===== config.mk =====
export PLATFORM = sky130hd
export DESIGN_NAME = sorted_deadline_list_flat
export DESIGN_NICKNAME = d
export VERILOG_FILES = /design/src/design/sdl_pkg.sv /design/src/design/sdl_channels.sv /design/src/design/sorted_deadline_list.sv /design/src/design/sdl_ram.sv /design/src/flat_wrapper.sv
export SDC_FILE = /design/constraint.sdc
export NUM_CORES = 1
export LEC_CHECK = 0
export ABC_AREA = 0
export ABC_CLOCK_PERIOD_IN_PS = 16300
export BUFFER_PORTS_ARGS = -buffer_cell sky130_fd_sc_hd__clkbuf_2
export CORE_ASPECT_RATIO = 0.6
export CORE_MARGIN = 2
export CORE_UTILIZATION = 47
export CTS_CLUSTER_SIZE = 14
export DETAILED_ROUTE_END_ITERATION = 7
export SETUP_SLACK_MARGIN = 0.4
export SYNTH_ARGS = -nofsm -noshare
export SYNTH_HDL_FRONTEND = slang
export SYNTH_SLANG_ARGS = --single-unit

===== constraint.sdc =====
create_clock -name clock -period 16.3 [get_ports clock]
set_clock_uncertainty 0.15 [all_clocks]
set_input_delay 1.63 -clock clock [delete_from_list [all_inputs] [get_ports clock]]
set_output_delay 1.63 -clock clock [all_outputs]
set_load 0.03 [all_outputs]

===== src/design/sdl_pkg.sv =====
// sorted deadline list: shared types and codes
// used by the channel interfaces and the top level; no dependencies
package sdl_pkg;

   localparam int HANDLE_BITS  = 4;
   localparam int HANDLE_COUNT = 1 << HANDLE_BITS;
   localparam int KEY_IN_BITS  = 32;

   typedef enum logic [1:0] {
      OP_INSERT = 2'd0,
      OP_REMOVE = 2'd1,
      OP_CLEAR  = 2'd2,
      OP_NONE   = 2'd3
   } op_type;

   typedef enum logic [1:0] {
      ST_OK      = 2'd0,
      ST_FULL    = 2'd1,
      ST_PRESENT = 2'd2,
      ST_ABSENT  = 2'd3
   } status_type;

endpackage


===== src/design/sdl_channels.sv =====
// sorted deadline list: request and response channel interfaces
// depends on sdl_pkg
interface sdl_req_if
   import sdl_pkg::*;
   ();
   logic                    valid;
   logic                    ready;
   logic [1:0]              op;
   logic [HANDLE_BITS-1:0]  handle;
   logic [KEY_IN_BITS-1:0]  key;

   modport source (output valid, op, handle, key, input ready);
   modport sink   (input valid, op, handle, key, output ready);
endinterface

interface sdl_rsp_if
   import sdl_pkg::*;
   #(parameter int COUNT_BITS = 5)
   ();
   logic                    valid;
   logic                    ready;
   logic [1:0]              status;
   logic [COUNT_BITS-1:0]   count;
   logic                    head_valid;
   logic [HANDLE_BITS-1:0]  head_handle;
   logic [KEY_IN_BITS-1:0]  head_key;

   modport source (output valid, status, count, head_valid, head_handle, head_key,
                   input ready);
   modport sink   (input valid, status, count, head_valid, head_handle, head_key,
                   output ready);
endinterface


===== src/design/sorted_deadline_list.sv =====
// sorted deadline list: top level with sequencer, slot RAM and presence bits
// depends on sdl_pkg, sdl_channels (sdl_req_if, sdl_rsp_if) and sdl_ram
//
// Keeps up to ENTRIES handles in ascending key order in a slot RAM, one
// entry per word. An insert walks from the tail towards the head, moving
// each entry whose key is not below the new one up by a slot, so a new
// entry goes ahead of equal keys; an all-ones key is written straight at
// the tail when KEY_BITS is at most KEY_IN_BITS. A remove walks from the
// head, finds the handle and moves every later entry down by a slot. Each
// walk step is a RAM read in a read state and then a key or handle compare
// in an evaluate state, because the RAM read is registered. A remove always
// walks the whole list; a tail insert, clear, unused op and rejected
// requests skip the walk. The block takes one request at a time; a finished
// response waits in its output register while the next request is
// accepted. The rsp_ch interface must be instantiated with COUNT_BITS equal
// to $clog2(ENTRIES + 1).
module sorted_deadline_list
   import sdl_pkg::*;
#(
   parameter int ENTRIES  = 16,
   parameter int KEY_BITS = 32
) (
   input  logic       clock,
   input  logic       reset,
   sdl_req_if.sink    req_ch,
   sdl_rsp_if.source  rsp_ch
);

   localparam int AW = $clog2(ENTRIES);
   localparam int CW = $clog2(ENTRIES + 1);
   localparam int KW = (KEY_BITS < KEY_IN_BITS) ? KEY_BITS : KEY_IN_BITS;
   localparam int DW = HANDLE_BITS + KW;
   localparam logic [CW-1:0] FULL_COUNT = CW'(ENTRIES);
   localparam bit TAIL_KEY_OK = (KEY_BITS <= KEY_IN_BITS);

   typedef enum logic [6:0] {
      S_IDLE   = 7'b0000001,
      S_INS_RD = 7'b0000010,
      S_INS_EV = 7'b0000100,
      S_RM_RD  = 7'b0001000,
      S_RM_EV  = 7'b0010000,
      S_HD_RD  = 7'b0100000,
      S_HD_EV  = 7'b1000000
   } state_type;

   state_type                state_ff, state_in;
   logic [CW-1:0]            count_ff, count_in;
   logic [CW-1:0]            idx_ff, idx_in;
   logic                     found_ff, found_in;
   logic [HANDLE_COUNT-1:0]  present_ff, present_in;
   logic [1:0]               status_ff, status_in;
   logic [HANDLE_BITS-1:0]   h_ff, h_in;
   logic [KW-1:0]            k_ff, k_in;

   logic                     rsp_valid_ff, rsp_valid_in;
   logic [1:0]               rsp_status_ff;
   logic [CW-1:0]            rsp_count_ff;
   logic                     rsp_head_valid_ff;
   logic [HANDLE_BITS-1:0]   rsp_head_handle_ff;
   logic [KEY_IN_BITS-1:0]   rsp_head_key_ff;
   logic                     rsp_load;

   logic                     wr_en, rd_en;
   logic [AW-1:0]            wr_addr, rd_addr;
   logic [DW-1:0]            wr_data, rd_data;
   logic [KW-1:0]            rd_key;
   logic [HANDLE_BITS-1:0]   rd_handle;
   logic [KW-1:0]            req_key;
   logic                     req_tail;
   logic                     key_ge, handle_eq;

   sdl_ram #(.WIDTH(DW), .DEPTH(ENTRIES)) u_slots (
      .clock   (clock),
      .wr_en   (wr_en),
      .wr_addr (wr_addr),
      .wr_data (wr_data),
      .rd_en   (rd_en),
      .rd_addr (rd_addr),
      .rd_data (rd_data)
   );

   assign rd_handle = rd_data[DW-1 -: HANDLE_BITS];
   assign rd_key    = rd_data[KW-1:0];
   assign req_key   = req_ch.key[KW-1:0];
   assign req_tail  = TAIL_KEY_OK && (&req_key);

   // key and handle comparators
   assign key_ge    = (rd_key >= k_ff);
   assign handle_eq = (rd_handle == h_ff);

   assign req_ch.ready = (state_ff == S_IDLE);
   assign rsp_load     = (state_ff == S_HD_EV) && (!rsp_valid_ff || rsp_ch.ready);

   // sequencer
   always_comb begin
      state_in   = state_ff;
      count_in   = count_ff;
      idx_in     = idx_ff;
      found_in   = found_ff;
      present_in = present_ff;
      status_in  = status_ff;
      h_in       = h_ff;
      k_in       = k_ff;
      wr_en      = 1'b0;
      wr_addr    = idx_ff[AW-1:0];
      wr_data    = {h_ff, k_ff};
      rd_en      = 1'b0;
      rd_addr    = idx_ff[AW-1:0];

      unique case (state_ff)
         S_IDLE: begin
            if (req_ch.valid) begin
               h_in      = req_ch.handle;
               k_in      = req_key;
               status_in = ST_OK;
               idx_in    = count_ff;
               found_in  = 1'b0;
               state_in  = S_HD_RD;
               unique case (req_ch.op)
                  OP_INSERT: begin
                     if (present_ff[req_ch.handle]) begin
                        status_in = ST_PRESENT;
                     end else if (count_ff >= FULL_COUNT) begin
                        status_in = ST_FULL;
                     end else if (req_tail) begin
                        wr_en      = 1'b1;
                        wr_addr    = count_ff[AW-1:0];
                        wr_data    = {req_ch.handle, req_key};
                        count_in   = count_ff + 1'b1;
                        present_in[req_ch.handle] = 1'b1;
                     end else begin
                        state_in = S_INS_RD;
                     end
                  end
                  OP_REMOVE: begin
                     if (!present_ff[req_ch.handle]) begin
                        status_in = ST_ABSENT;
                     end else begin
                        idx_in   = '0;
                        state_in = S_RM_RD;
                     end
                  end
                  OP_CLEAR: begin
                     count_in   = '0;
                     present_in = '0;
                  end
                  default: begin
                  end
               endcase
            end
         end
         // walk from the tail, reading the entry below the hole
         S_INS_RD: begin
            if (idx_ff == '0) begin
               wr_en    = 1'b1;
               count_in = count_ff + 1'b1;
               present_in[h_ff] = 1'b1;
               state_in = S_HD_RD;
            end else begin
               rd_en    = 1'b1;
               rd_addr  = AW'(idx_ff - 1'b1);
               state_in = S_INS_EV;
            end
         end
         // move the entry up, or drop the new one into the hole
         S_INS_EV: begin
            wr_en = 1'b1;
            if (key_ge) begin
               wr_data  = rd_data;
               idx_in   = idx_ff - 1'b1;
               state_in = S_INS_RD;
            end else begin
               count_in = count_ff + 1'b1;
               present_in[h_ff] = 1'b1;
               state_in = S_HD_RD;
            end
         end
         // walk from the head
         S_RM_RD: begin
            if (idx_ff == count_ff) begin
               if (found_ff) begin
                  count_in = count_ff - 1'b1;
               end
               present_in[h_ff] = 1'b0;
               state_in = S_HD_RD;
            end else begin
               rd_en    = 1'b1;
               state_in = S_RM_EV;
            end
         end
         // after the match, move each entry down a slot
         S_RM_EV: begin
            if (found_ff) begin
               wr_en   = 1'b1;
               wr_addr = AW'(idx_ff - 1'b1);
               wr_data = rd_data;
            end else if (handle_eq) begin
               found_in = 1'b1;
            end
            idx_in   = idx_ff + 1'b1;
            state_in = S_RM_RD;
         end
         S_HD_RD: begin
            rd_en    = 1'b1;
            rd_addr  = '0;
            state_in = S_HD_EV;
         end
         // wait for the output register to be free
         S_HD_EV: begin
            if (rsp_load) begin
               state_in = S_IDLE;
            end
         end
         default: begin
            state_in = S_IDLE;
         end
      endcase
   end

   // response valid
   always_comb begin
      rsp_valid_in = rsp_valid_ff;
      if (rsp_load) begin
         rsp_valid_in = 1'b1;
      end else if (rsp_ch.ready) begin
         rsp_valid_in = 1'b0;
      end
   end

   // control state
   always_ff @(posedge clock) begin
      if (reset) begin
         state_ff     <= S_IDLE;
         count_ff     <= '0;
         present_ff   <= '0;
         rsp_valid_ff <= 1'b0;
      end else begin
         state_ff     <= state_in;
         count_ff     <= count_in;
         present_ff   <= present_in;
         rsp_valid_ff <= rsp_valid_in;
      end
   end

   // working registers
   always_ff @(posedge clock) begin
      idx_ff    <= idx_in;
      found_ff  <= found_in;
      status_ff <= status_in;
      h_ff      <= h_in;
      k_ff      <= k_in;
   end

   // response payload
   always_ff @(posedge clock) begin
      if (rsp_load) begin
         rsp_status_ff <= status_ff;
         rsp_count_ff  <= count_ff;
         if (count_ff == '0) begin
            rsp_head_valid_ff  <= 1'b0;
            rsp_head_handle_ff <= '0;
            rsp_head_key_ff    <= '0;
         end else begin
            rsp_head_valid_ff  <= 1'b1;
            rsp_head_handle_ff <= rd_handle;
            rsp_head_key_ff    <= KEY_IN_BITS'(rd_key);
         end
      end
   end

   assign rsp_ch.valid       = rsp_valid_ff;
   assign rsp_ch.status      = rsp_status_ff;
   assign rsp_ch.count       = rsp_count_ff;
   assign rsp_ch.head_valid  = rsp_head_valid_ff;
   assign rsp_ch.head_handle = rsp_head_handle_ff;
   assign rsp_ch.head_key    = rsp_head_key_ff;

endmodule


===== src/design/sdl_ram.sv =====
// sorted deadline list: generic simple dual-port RAM, registered read
// no dependencies
module sdl_ram #(
   parameter int WIDTH = 36,
   parameter int DEPTH = 16
) (
   input  logic                     clock,
   input  logic                     wr_en,
   input  logic [$clog2(DEPTH)-1:0] wr_addr,
   input  logic [WIDTH-1:0]         wr_data,
   input  logic                     rd_en,
   input  logic [$clog2(DEPTH)-1:0] rd_addr,
   output logic [WIDTH-1:0]         rd_data
);

   logic [WIDTH-1:0] mem_ff [DEPTH];
   logic [WIDTH-1:0] rd_data_ff;

   // write port
   always_ff @(posedge clock) begin
      if (wr_en) begin
         mem_ff[wr_addr] <= wr_data;
      end
   end

   // read port, holds its data while not enabled
   always_ff @(posedge clock) begin
      if (rd_en) begin
         rd_data_ff <= mem_ff[rd_addr];
      end
   end

   assign rd_data = rd_data_ff;

endmodule

===== src/flat_wrapper.sv =====
// flat-port wrapper written by rule: the top's interface ports become plain ports
module sorted_deadline_list_flat import sdl_pkg::*;
#(
   parameter int ENTRIES  = 16,
   parameter int KEY_BITS = 32
)
  (clock, reset, req_ch_valid, req_ch_op, req_ch_handle, req_ch_key, req_ch_ready, rsp_ch_valid, rsp_ch_status, rsp_ch_count, rsp_ch_head_valid, rsp_ch_head_handle, rsp_ch_head_key, rsp_ch_ready);
  sdl_req_if req_ch_i ();
  sdl_rsp_if rsp_ch_i ();
  input  logic clock;
  input  logic reset;
  input wire logic [$bits(req_ch_i.valid)-1:0] req_ch_valid;
  input wire logic [$bits(req_ch_i.op)-1:0] req_ch_op;
  input wire logic [$bits(req_ch_i.handle)-1:0] req_ch_handle;
  input wire logic [$bits(req_ch_i.key)-1:0] req_ch_key;
  output wire logic [$bits(req_ch_i.ready)-1:0] req_ch_ready;
  output wire logic [$bits(rsp_ch_i.valid)-1:0] rsp_ch_valid;
  output wire logic [$bits(rsp_ch_i.status)-1:0] rsp_ch_status;
  output wire logic [$bits(rsp_ch_i.count)-1:0] rsp_ch_count;
  output wire logic [$bits(rsp_ch_i.head_valid)-1:0] rsp_ch_head_valid;
  output wire logic [$bits(rsp_ch_i.head_handle)-1:0] rsp_ch_head_handle;
  output wire logic [$bits(rsp_ch_i.head_key)-1:0] rsp_ch_head_key;
  input wire logic [$bits(rsp_ch_i.ready)-1:0] rsp_ch_ready;
  assign req_ch_i.valid = req_ch_valid;
  assign req_ch_i.op = req_ch_op;
  assign req_ch_i.handle = req_ch_handle;
  assign req_ch_i.key = req_ch_key;
  assign req_ch_ready = req_ch_i.ready;
  assign rsp_ch_valid = rsp_ch_i.valid;
  assign rsp_ch_status = rsp_ch_i.status;
  assign rsp_ch_count = rsp_ch_i.count;
  assign rsp_ch_head_valid = rsp_ch_i.head_valid;
  assign rsp_ch_head_handle = rsp_ch_i.head_handle;
  assign rsp_ch_head_key = rsp_ch_i.head_key;
  assign rsp_ch_i.ready = rsp_ch_ready;
  sorted_deadline_list #(.ENTRIES(ENTRIES), .KEY_BITS(KEY_BITS)) u_core (.clock(clock), .reset(reset), .req_ch(req_ch_i), .rsp_ch(rsp_ch_i));
endmodule

==> key figures, run 1 <==
Placed design
  • Area after DPL: 0.0320 mm²
  • IO buf count: 87
  • Post-DP HPWL: 43900 µm
  • GP Congestion: 0.858

Global routing
  • First-pass GRT wire length: 119000 µm
  • Global-route usage over all layers: 23.6%
  • Largest net degree at the start of global routing: 164
  • Initial antenna violation count: 2
  • Gr ovfl total: 0
  • Vias in the first global route: 18500

Clock tree
  • CTS buffer count: 70
  • Setup repair bufs after CTS: 0
  • Resize count post-CTS: 0
  • Hold Buf Count CTS: 0
  • Clock sinks: 729
  • TritonCTS clock tree: done
  • Clock buffer depth: 3
  • H-tree levels: 3
  • Clock-pin slew on the worst setup and hold paths: 0.06 ns
  • Skew-Pair Late Insertion Delay: 0.62 ns
  • CTS Root Cell: clkbuf_16

STA
  • Worst-Margin Slew: 1.31 ns
  • Endpoints failing setup: 0
  • Final Cycle Share: 39.7%
  • RSZ-0062 raised after global routing: no
  • Max Freq: 0.155 GHz
  • Hold WS: 0.271 ns
  • Setup TNS Final: 0 ns
  • Post-route minimum period: 6.47 ns
  • Max-slew violation count: 0
  • Slew HR: 10.5%
  • Hold Vio Cnt, Final: 0

Synth
  • Top post-synthesis cells by area: edfxtp_1, nand2_1, mux2i_1
  • Post-synth top area share: 68.5%
  • EDFF count, synth: 700
  • Synth Flop Type: edfxtp_1
  • Synth Register Bits: 729
  • Yosys warnings: 0
  • Mean Syn Cell Area: 13.2 µm²
  • Asr flop ratio synth: 0%
  • Seq/Total Area, Yosys: 70.4%
  • Post-synth net total: 2404
  • Distinct cells, synth: 69
  • Largest area contributor in the netlist: edfxtp_1
  • Synthesized instance count: 2325
  • Cell Area, Synth: 0.0307 mm²

Flow run
  • Max-cap violations: 0

Detailed routing
  • DR pass1 iterations: 8
  • DR iter-0 viols: 2303
  • # DRC: 0
  • Antenna Violating Nets Remaining: 0
  • Final WL: 80000 µm
  • Via count: 19500
  • Average wire per standard cell: 24.4 µm
  • DR vias/cell: 5.97

Critical path
  • Crit. End Element: register
  • Critical Path AT: 6.56 ns
  • Crit path launch type: primary input
  • WP data required: 16.39 ns
  • Setup Crit Path Kind: in -> reg
  • Worst-path fanout max: 27

Cells and area
  • Final core utilization: 53.1%
  • FF/Latch Area: 0.0216 mm²
  • Most common cell after layout, fill and taps aside: edfxtp_1
  • Fin area: 0.0342 mm²
  • Fillers: 5339
  • Area Overhead vs Synth: 11.6%
  • Most frequent cells in the layout: edfxtp_1, nand2_1, a21oi_1, mux2i_1, a221oi_1
  • Fraction of layout cells with a size suffix above 1: 11.2%
  • Area of the multi-input gates: 0.00837 mm²
  • Final net count: 2450

Floorplan
  • Placement row count: 72
  • Die H: 202 µm
  • Core ar.: 0.0645 mm²
  • Die W: 334 µm
  • Initial Utilization: 47.6%
  • Die area: 0.0674 mm²
  • # IOs: 88

Hold path
  • Hold Path Class: reg -> reg

Power and ir drop
  • Worst IR drop on VDD: 0.000171 V
  • Pleak: 12.0 nW
  • PwrDens: 168 mW/mm²

Status
  • Status: completed
-- state kept, by name, summed over array words and instances, names as in the netlist, 4 cells and up --
signal	cells
u_core.present_ff	16
u_core.state_ff	7
u_core.rsp_ch.count	5
u_core.h_ff	4
u_core.k_ff	32
u_core.rsp_ch.head_key	32
u_core.idx_ff	5
u_core.u_slots.mem_ff	576
u_core.u_slots.rd_data	36
u_core.count_ff	5
u_core.rsp_ch.head_handle	4
-- critical path: stages --
cell      delay (ns)
clkbuf_2        0.30
mux4_2          0.56
a22oi_1         0.41
nand3b_1        0.32
nor3_4          0.90
buf_4           0.58
o21ai_2         0.23
nor3_2          0.90
buf_4           0.66
-- routing by layer --
metal  track usage, %  share of wire [%]  vias up
met5                0                  0        -
met4             5.65                1.9        0
met3             4.92                8.3      113
met2             34.5                 43      848
met1             36.1                 46     9703
li1                 -                  -     8873
-- report_power, final --
part	switching [W]	internal, W
clock network	0.000691	0.000897
logic	0.00124	0.000479
registers	0.0000574	0.00238
-- synthesized netlist by cell type (all sizes together), types with 7 or more instances --
| library cell | count |
|---|---|
| mux2i | 107 |
| dfxtp | 29 |
| buf | 62 |
| nor3 | 21 |
| nor4 | 8 |
| xnor2 | 11 |
| o2111ai | 16 |
| inv | 66 |
| o21ai | 27 |
| nand4 | 16 |
| nor2b | 40 |
| a21oi | 175 |
| nand2b | 15 |
| o22ai | 15 |
| nand3 | 89 |
| nor2 | 99 |
| nand2 | 427 |
| a31oi | 75 |
| a21o | 7 |
| edfxtp | 700 |
| clkbuf | 89 |
| ha | 37 |
| a221oi | 92 |
-- metrics by stage --
stage / power, W / setup WS (ns) / instances
after global routing: 0.00602 / 9.64 / 3274
after detailed placement: 0.00417 / 9.23 / 3150
after CTS: 0.00575 / 9.87 / 3274
after floorplan: 0.00364 / 9.40 / 2325
after global placement: 0.00414 / 9.47 / 3150
final: 0.00574 / 9.83 / 3275
-- final cells by class --
cell class / count / area share (%)
clock buffer: 93 / 5.62
tap: 851 / 3.11
clock inverter: 31 / 0.804
sequential: 729 / 63.1
timing repair buffer: 125 / 2.18
multi-input combinational: 1378 / 24.4
inverter: 67 / 0.735
antenna: 1 / 0.00731
-- final timing paths --
| check | startpoint | end | slack [ns] | depth (start not counted) |
|---|---|---|---|---|
| setup / recovery | req_ch_handle[0] | u_core.u_slots.mem_ff[0][25]$_DFFE_PP_ | 9.83 | 9 |
| hold / removal | u_core.status_ff[1]$_DFFE_PP_ | u_core.rsp_ch.status[1]$_DFFE_PP_ | 0.27 | 0 |
| setup reg to reg | u_core.idx_ff[0]$_DFFE_PP_ | u_core.u_slots.rd_data[21]$_DFFE_PP_ | 10.45 | 12 |
| hold reg to reg | u_core.status_ff[1]$_DFFE_PP_ | u_core.rsp_ch.status[1]$_DFFE_PP_ | 0.27 | 0 |
-- cells by family (layout without fill, tap and decap cells) --
group / Yosys count / after routing / share of synthesized area (%)
DFF: 729 / 729 / 70.4
xor gates and xnor gates: 17 / 17 / 0.485
buffers and inverters: 218 / 316 / 2.95
AOI/OAI and AO/OA: 462 / 462 / 10.1
muxes: 113 / 113 / 3.86
and+or+nand+nor: 749 / 749 / 10.7
adders and majority gates: 37 / 37 / 1.51
other: 0 / 1 / 0
No activity file was read; power rests on OpenSTA's default activity.
==> inputs of run 2 (changes only) <==
--- a/config.mk
+++ b/config.mk
@@ -6,13 +6,14 @@
 export NUM_CORES = 1
 export LEC_CHECK = 0
 export ABC_AREA = 0
-export ABC_CLOCK_PERIOD_IN_PS = 16300
+export ABC_CLOCK_PERIOD_IN_PS = 5700
 export BUFFER_PORTS_ARGS = -buffer_cell sky130_fd_sc_hd__clkbuf_2
 export CORE_ASPECT_RATIO = 0.6
 export CORE_MARGIN = 2
 export CORE_UTILIZATION = 47
 export CTS_CLUSTER_SIZE = 14
 export DETAILED_ROUTE_END_ITERATION = 7
+export PLACE_DENSITY = 0.65
 export SETUP_SLACK_MARGIN = 0.4
 export SYNTH_ARGS = -nofsm -noshare
 export SYNTH_HDL_FRONTEND = slang
==> constraint.sdc (replaced) <==
create_clock -name clock -period 5.7 [get_ports clock]
set_clock_uncertainty 0.15 [all_clocks]
set_input_delay 0.57 -clock clock [delete_from_list [all_inputs] [get_ports clock]]
set_output_delay 0.57 -clock clock [all_outputs]
set_load 0.03 [all_outputs]
==> run 2 against run 1 <==
Global-route usage is 0.21 points higher. Worst hold slack worse by 0.24 ns. Clock power grew to 2.8 times the previous value. Final cell count is 2.4% higher. Die area stayed put. Utilization is 1.1 points higher. Combinational power grew to 3.1 times the previous value. Sequential power grew to 2.9 times the previous value. Largest cell class unchanged. Largest power group unchanged. Highest routed layer is now met5.
==> key figures, run 2 (synthesis gave the netlist of run 1 again) <==
STA
  • Worst-Margin Slew: 1.25 ns (was 1.31 ns)
  • Final Cycle Share: 84.2%
  • Hold Vio Cnt, Final: 0 (unchanged)
  • Setup slack after layout: 0.902 ns (was 9.83 ns)
  • Post-route minimum period: 4.80 ns
  • Max Freq: 0.208 GHz
  • Endpoints failing setup: 0 (unchanged)
  • Max-slew violation count: 0 (unchanged)
  • Slew HR: 16.7% (was 10.5%)
  • RSZ-0062 raised after global routing: no (unchanged)

Critical path
  • Crit. End Element: register (unchanged)
  • Setup Crit Path Kind: in -> reg (unchanged)
  • Slowest cell on crit path: nor4_1 (was nor3_4)
  • Worst-path fanout max: 36 (was 27)
  • Largest stage delay, worst path: 0.72 ns (was 0.90 ns)
  • Critical Path AT: 4.88 ns (was 6.56 ns)
  • Top cell by count, worst path: buf_4 (unchanged)
  • Critical path's top delay family: buffers and inverters (was simple AND/OR/NAND/NOR gates)
  • WP data required: 5.78 ns (was 16.39 ns)
  • Crit path launch type: primary input (unchanged)
  • Bufs and invs on worst path: 5 (was 3)
  • CP Cell Sequence: dlygate4sd3_1 > clkbuf_2 > nand4_1 > nor4_1 > buf_4 > nand3_1 > nor3_4 > buf_4 > a21o_1 > o21ai_0 > nor2b_4 > buf_4 (was clkbuf_2 > mux4_2 > a22oi_1 > nand3b_1 > nor3_4 > buf_4 > o21ai_2 > nor3_2 > buf_4)

Cells and area
  • Max reg flops: 576 (unchanged)
  • Most frequent cells in the layout: edfxtp_1, nand2_1, a21oi_1, mux2i_1, a221oi_1 (unchanged)
  • Top reg by flops: u_core.u_slots.mem_ff (unchanged)
  • Final core utilization: 54.2% (was 53.1%)
  • Ant diodes: 0 (was 1)
  • Most common cell after layout, fill and taps aside: edfxtp_1 (unchanged)
  • Final net count: 2532 (was 2450)
  • Area Overhead vs Synth: 14.0% (was 11.6%)
  • Fraction of layout cells with a size suffix above 1: 12.9% (was 11.2%)

Clock tree
  • Resize count post-CTS: 0 (unchanged)
  • H-tree levels: 3 (unchanged)
  • Clock sinks: 729 (unchanged)
  • Clock-pin slew on the worst setup and hold paths: 0.06 ns (about the same)
  • CTS buffer count: 69 (was 70)
  • TritonCTS clock tree: done (unchanged)
  • Clock buffer depth: 3 (unchanged)
  • Hold Buf Count CTS: 31 (was 0)
  • CTS Root Cell: clkbuf_16 (unchanged)
  • Setup repair bufs after CTS: 0 (unchanged)
  • Skew-Pair Late Insertion Delay: 0.62 ns (about the same)

Global routing
  • Gr ovfl total: 0 (unchanged)
  • Largest net degree at the start of global routing: 91 (was 164)
  • Global-route usage over all layers: 23.8% (was 23.6%)
  • Initial antenna violation count: 1 (was 2)
  • Vias in the first global route: 19100 (was 18500)
  • First-pass GRT wire length: 121000 µm (was 119000 µm)

Floorplan
  • Die W: 334 µm (unchanged)
  • Initial Utilization: 47.6% (unchanged)
  • Core ar.: 0.0645 mm² (unchanged)
  • Placement row count: 72 (unchanged)
  • Die area: 0.0674 mm² (unchanged)
  • # IOs: 88 (unchanged)
  • Die H: 202 µm (unchanged)

Placed design
  • Pre-CTS setup slack: 0.792 ns (was 9.23 ns)
  • GP Congestion: 0.874 (was 0.858)
  • IO buf count: 87 (unchanged)
  • Post-DP HPWL: 45800 µm (was 43900 µm)

Status
  • Status: completed (unchanged)

Detailed routing
  • Via count: 20100 (was 19500)
  • DR pass1 iterations: 6 (was 8)
  • DR vias/cell: 5.99 (was 5.97)
  • DR iter-0 viols: 2666 (was 2303)
  • Average wire per standard cell: 24.1 µm (was 24.4 µm)
  • # DRC: 0 (unchanged)
  • Antenna Violating Nets Remaining: 0 (unchanged)
  • Final WL: 80700 µm (was 80000 µm)

Flow run
  • Max-cap violations: 0 (unchanged)

Power and ir drop
  • PwrDens: 476 mW/mm² (was 168 mW/mm²)
  • Worst IR drop on VDD: 0.000347 V (was 0.000171 V)
  • Pleak: 12.4 nW (was 12.0 nW)

Hold path
  • Hold Path Class: in -> reg (was reg -> reg)
## run 2: final cells by class
type	count	area [µm²]
Tap cell	851	1060
Fill cell	5266	29500
Clock buffer	82	1850
Multi-Input combinational cell	1378	8340
Sequential cell	729	21600
Clock inverter	37	256
Timing Repair Buffer	208	1600
Inverter	67	251
## run 2: path summary, 6_finish.rpt
check | startpoint | end | slack, ns | depth (start not counted)
min | req_ch_key[2] | u_core.k_ff[2]$_DFFE_PP_ | 0.04 | 1
max | req_ch_key[31] | u_core.u_slots.mem_ff[7][27]$_DFFE_PP_ | 0.90 | 12
max reg2reg | u_core.u_slots.rd_data[7]$_DFFE_PP_ | u_core.u_slots.mem_ff[14][34]$_DFFE_PP_ | 1.09 | 10
min reg2reg | u_core.status_ff[1]$_DFFE_PP_ | u_core.rsp_ch.status[1]$_DFFE_PP_ | 0.29 | 0
## run 2: routing by layer
| layer | GRT usage [%] | up-vias | part of all wire (%) |
|---|---|---|---|
| met2 | 34.6 | 1008 | 43 |
| met1 | 37.1 | 9932 | 45 |
| met3 | 4.26 | 119 | 9.2 |
| met5 | 0 | - | 0.015 |
| li1 | - | 9016 | - |
| met4 | 5.66 | 2 | 1.9 |
## run 2: stage by stage
| stage | std cells | hold WS (ns) | instance area (µm²) | setup TNS (ns) | total power (W) |
|---|---|---|---|---|---|
| 2_1_floorplan | 2325 | 0.250 | 30700 | -10.41 | 0.0104 |
| 6_report | 3352 | 0.0351 | 35000 | 0 | 0.0166 |
| 4_1_cts | 3352 | 0.00793 | 35000 | 0 | 0.0167 |
| 5_1_grt | 3352 | 0.0140 | 35000 | 0 | 0.0174 |
| 3_5_place_dp | 3202 | 0.270 | 32500 | 0 | 0.0123 |
| 3_3_place_gp | 3202 | 0.260 | 32500 | 0 | 0.0121 |
## run 2: power breakdown
group	switching, W	internal [W]	total [W]
logic	0.00368	0.00163	0.00532
clock network	0.00198	0.00241	0.00439
registers	0.000159	0.00677	0.00693
total	0.00582	0.0108	0.0166
==> inputs of run 3 (changes only) <==
--- a/config.mk
+++ b/config.mk
@@ -5,15 +5,14 @@
 export SDC_FILE = /design/constraint.sdc
 export NUM_CORES = 1
 export LEC_CHECK = 0
-export ABC_AREA = 0
-export ABC_CLOCK_PERIOD_IN_PS = 5700
+export ABC_AREA = 1
+export ABC_CLOCK_PERIOD_IN_PS = 4700
 export BUFFER_PORTS_ARGS = -buffer_cell sky130_fd_sc_hd__clkbuf_2
 export CORE_ASPECT_RATIO = 0.6
 export CORE_MARGIN = 2
 export CORE_UTILIZATION = 47
 export CTS_CLUSTER_SIZE = 14
 export DETAILED_ROUTE_END_ITERATION = 7
-export PLACE_DENSITY = 0.65
 export SETUP_SLACK_MARGIN = 0.4
 export SYNTH_ARGS = -nofsm -noshare
 export SYNTH_HDL_FRONTEND = slang
==> constraint.sdc (replaced) <==
create_clock -name clock -period 4.7 [get_ports clock]
set_clock_uncertainty 0.15 [all_clocks]
set_input_delay 0.47 -clock clock [delete_from_list [all_inputs] [get_ports clock]]
set_output_delay 0.47 -clock clock [all_outputs]
set_load 0.03 [all_outputs]
==> run 3 against run 2 <==
Register-to-register slack worse by 0.22 ns. Flip-flop and latch count unchanged. Combinational power up 64%. Die area up 7.6%. Final cell count up 25%. Synthesized cell count up 34%. Routed wire length up 15%. Clock-buffer cell count up 1. Critical path depth up 3. Global-route usage up 1.7 points. Clock power up 23%. Largest cell class unchanged. Highest routed layer unchanged.
==> key figures, run 3 <==
Synth
  • EDFF count, synth: 700 (unchanged)
  • Top post-synthesis cells by area: edfxtp_1, nand2_1, o211ai_1 (was edfxtp_1, nand2_1, mux2i_1)
  • Synthesized instance count: 3109 (was 2325)
  • Asr flop ratio synth: 0% (unchanged)
  • Most frequent cell after synthesis: nand2_1 (was edfxtp_1)
  • Yosys warnings: 0 (unchanged)
  • Synth Flop Type: edfxtp_1 (unchanged)
  • Cell Area, Synth: 0.0331 mm² (was 0.0307 mm²)
  • Mean Syn Cell Area: 10.6 µm² (was 13.2 µm²)
  • Synth Register Bits: 729 (unchanged)
  • Largest area contributor in the netlist: edfxtp_1 (unchanged)
  • Post-synth top area share: 63.6% (was 68.5%)
  • Distinct cells, synth: 47 (was 69)
  • Post-synth net total: 3188 (was 2404)
  • Synth top cells by count: nand2_1, edfxtp_1, inv_1, nand3_1, o211ai_1 (was edfxtp_1, nand2_1, a21oi_1, mux2i_1, nor2_1)
  • Seq/Total Area, Yosys: 65.3% (was 70.4%)

Cells and area
  • Max reg flops: 576 (unchanged)
  • Area Overhead vs Synth: 12.6% (was 14.0%)
  • Most frequent cells in the layout: nand2_1, edfxtp_1, inv_1, nand3_1, o211ai_1 (was edfxtp_1, nand2_1, a21oi_1, mux2i_1, a221oi_1)
  • Ant diodes: 0 (unchanged)
  • Top reg by flops: u_core.u_slots.mem_ff (unchanged)
  • Most common cell after layout, fill and taps aside: nand2_1 (was edfxtp_1)
  • Final net count: 3285 (was 2532)
  • Fin area: 0.0372 mm² (was 0.0350 mm²)
  • Fraction of layout cells with a size suffix above 1: 9.16% (was 12.9%)

Clock tree
  • CTS buffer count: 68 (was 69)
  • Resize count post-CTS: 0 (unchanged)
  • Clock buffer depth: 3 (unchanged)
  • Skew-Pair Late Insertion Delay: 0.62 ns (about the same)
  • Clock-pin slew on the worst setup and hold paths: 0.06 ns (about the same)
  • TritonCTS clock tree: done (unchanged)
  • Clock sinks: 729 (unchanged)
  • H-tree levels: 3 (unchanged)
  • CTS Root Cell: clkbuf_16 (unchanged)

Placed design
  • Post-DP HPWL: 56900 µm (was 45800 µm)
  • IO buf count: 87 (unchanged)
  • Area after DPL: 0.0348 mm² (was 0.0325 mm²)
  • Pre-CTS setup slack: 0.834 ns (was 0.792 ns)
  • GP Congestion: 0.919 (was 0.874)

Global routing
  • GR Util met2: 37.9% (was 34.6%)
  • Gr busiest metal: met1 (unchanged)
  • Largest net degree at the start of global routing: 145 (was 91)
  • Global-route usage over all layers: 25.5% (was 23.8%)
  • Vias in the first global route: 21900 (was 19100)
  • Met1 usage: 39.4% (was 37.1%)
  • Gr ovfl total: 0 (unchanged)
  • Initial antenna violation count: 2 (was 1)
  • First-pass GRT wire length: 139000 µm (was 121000 µm)
  • M3 GR Usage: 3.62% (was 4.26%)

STA
  • Hold Vio Cnt, Final: 0 (unchanged)
  • Endpoints failing setup: 0 (unchanged)
  • Slew HR: 39.5% (was 16.7%)
  • Post-route minimum period: 3.89 ns
  • RSZ-0062 raised after global routing: no (unchanged)
  • Setup TNS Final: 0 ns (unchanged)
  • Final Cycle Share: 82.7%
  • Setup slack after layout: 0.811 ns (was 0.902 ns)
  • Max-slew violation count: 0 (unchanged)
  • Worst-Margin Slew: 0.906 ns (was 1.25 ns)
  • Max Freq: 0.257 GHz

Hold path
  • Hold Path Class: in -> reg (unchanged)

Floorplan
  • Placement row count: 75 (was 72)
  • Initial Utilization: 47.4% (was 47.6%)
  • Die H: 209 µm (was 202 µm)
  • # IOs: 88 (unchanged)
  • Core ar.: 0.0697 mm² (was 0.0645 mm²)
  • Die area: 0.0725 mm² (was 0.0674 mm²)
  • Die W: 346 µm (was 334 µm)

Power and ir drop
  • Pleak: 14.3 nW (was 12.4 nW)
  • PwrDens: 626 mW/mm² (was 476 mW/mm²)
  • Worst IR drop on VDD: 0.000482 V (was 0.000347 V)

Critical path
  • Crit path launch type: primary input (unchanged)
  • Setup Crit Path Kind: in -> reg (unchanged)
  • Worst-path fanout max: 36 (unchanged)
  • Crit. End Element: register (unchanged)
  • CP Cell Sequence: dlygate4sd3_1 > clkbuf_2 > nand2_1 > nor2_1 > nand2_1 > nor2_1 > nand2_1 > nor2_1 > nand2_1 > nand2_1 > nand2_1 > a21oi_1 > nand2_1 > nor2_4 > buf_4 (was dlygate4sd3_1 > clkbuf_2 > nand4_1 > nor4_1 > buf_4 > nand3_1 > nor3_4 > buf_4 > a21o_1 > o21ai_0 > nor2b_4 > buf_4)
  • Largest stage delay, worst path: 0.59 ns (was 0.72 ns)
  • Critical Path AT: 3.98 ns (was 4.88 ns)
  • Top cell by count, worst path: nand2_1 (was buf_4)
  • WP data required: 4.80 ns (was 5.78 ns)
  • Slowest cell on crit path: buf_4 (was nor4_1)

Detailed routing
  • Final WL: 92700 µm (was 80700 µm)
  • DR pass1 iterations: 6 (unchanged)
  • DR iter-0 viols: 2685 (was 2666)
  • Antenna Violating Nets Remaining: 0 (unchanged)
  • Via count: 23500 (was 20100)
  • # DRC: 0 (unchanged)
  • Average wire per standard cell: 22.2 µm (was 24.1 µm)
  • DR vias/cell: 5.61 (was 5.99)

Flow run
  • Max-cap violations: 0 (unchanged)

Status
  • Status: completed (unchanged)
[run 3: report_power, final]
| part | switching (W) | internal (W) |
|---|---|---|
| clock | 0.00244 | 0.00296 |
| combinational | 0.00645 | 0.00228 |
| sequential | 0.000362 | 0.00882 |
| total | 0.00925 | 0.0141 |
[run 3: through the flow]
stage               hold WS [ns]  util [%]  instances  total power, W
finish                    0.0640      53.4       4178          0.0233
global route              0.0674      53.4       4178          0.0245
detailed placement         0.259      49.9       4024          0.0180
CTS                       0.0375      53.4       4178          0.0234
global placement           0.267      49.9       4024          0.0179
floorplan                  0.250         -       3109          0.0148
[run 3: layer usage]
metal	share of wire [%]	vias to the layer above
met1	47	11400
li1	-	10900
met5	0.022	-
met3	8.0	129
met2	43	1016
met4	2.1	2
[run 3: kinds of logic after synthesis]
group           share of synthesized area [%]
simple gates                             16.0
flops                                    65.3
buf+inv                                  7.44
compound gates                           9.48
fa+ha+maj                                1.40
xor+xnor                                0.265
mux                                    0.0303
[run 3: layout make-up]
cell class | instances | area, µm²
Inverter | 432 | 1620
Clock buffer | 83 | 1800
Clock inverter | 35 | 289
Fill cell | 6033 | 32500
Sequential cell | 729 | 21600
Multi-Input combinational cell | 1779 | 9150
Timing Repair Buffer | 196 | 1590
Tap cell | 924 | 1160
[run 3: worst paths after layout]
path | start | end | slack [ns] | cells past startpoint
setup / recovery | req_ch_key[28] | u_core.u_slots.mem_ff[3][27]$_DFFE_PP_ | 0.81 | 15
hold / removal | rsp_ch_ready | u_core.rsp_ch.valid$_SDFFE_PP0P_ | 0.06 | 4
setup reg to reg | u_core.u_slots.rd_data[29]$_DFFE_PP_ | u_core.u_slots.mem_ff[0][5]$_DFFE_PP_ | 0.87 | 11
hold reg to reg | u_core.status_ff[1]$_DFFE_PP_ | u_core.rsp_ch.status[1]$_DFFE_PP_ | 0.28 | 0
[run 3: worst max-delay path, delay by kind of cell]
kind / cells / cell delay, ns
simple gates: 11 / 2.01
buf+inv: 3 / 1.22
compound gates: 1 / 0.23
[run 3: repair_timing]
item | 4_1_cts | 5_1_grt
hold buffers | 36 | 0
setup buffers | 0 | 0
endpoints found under the hold margin | 41 | 0
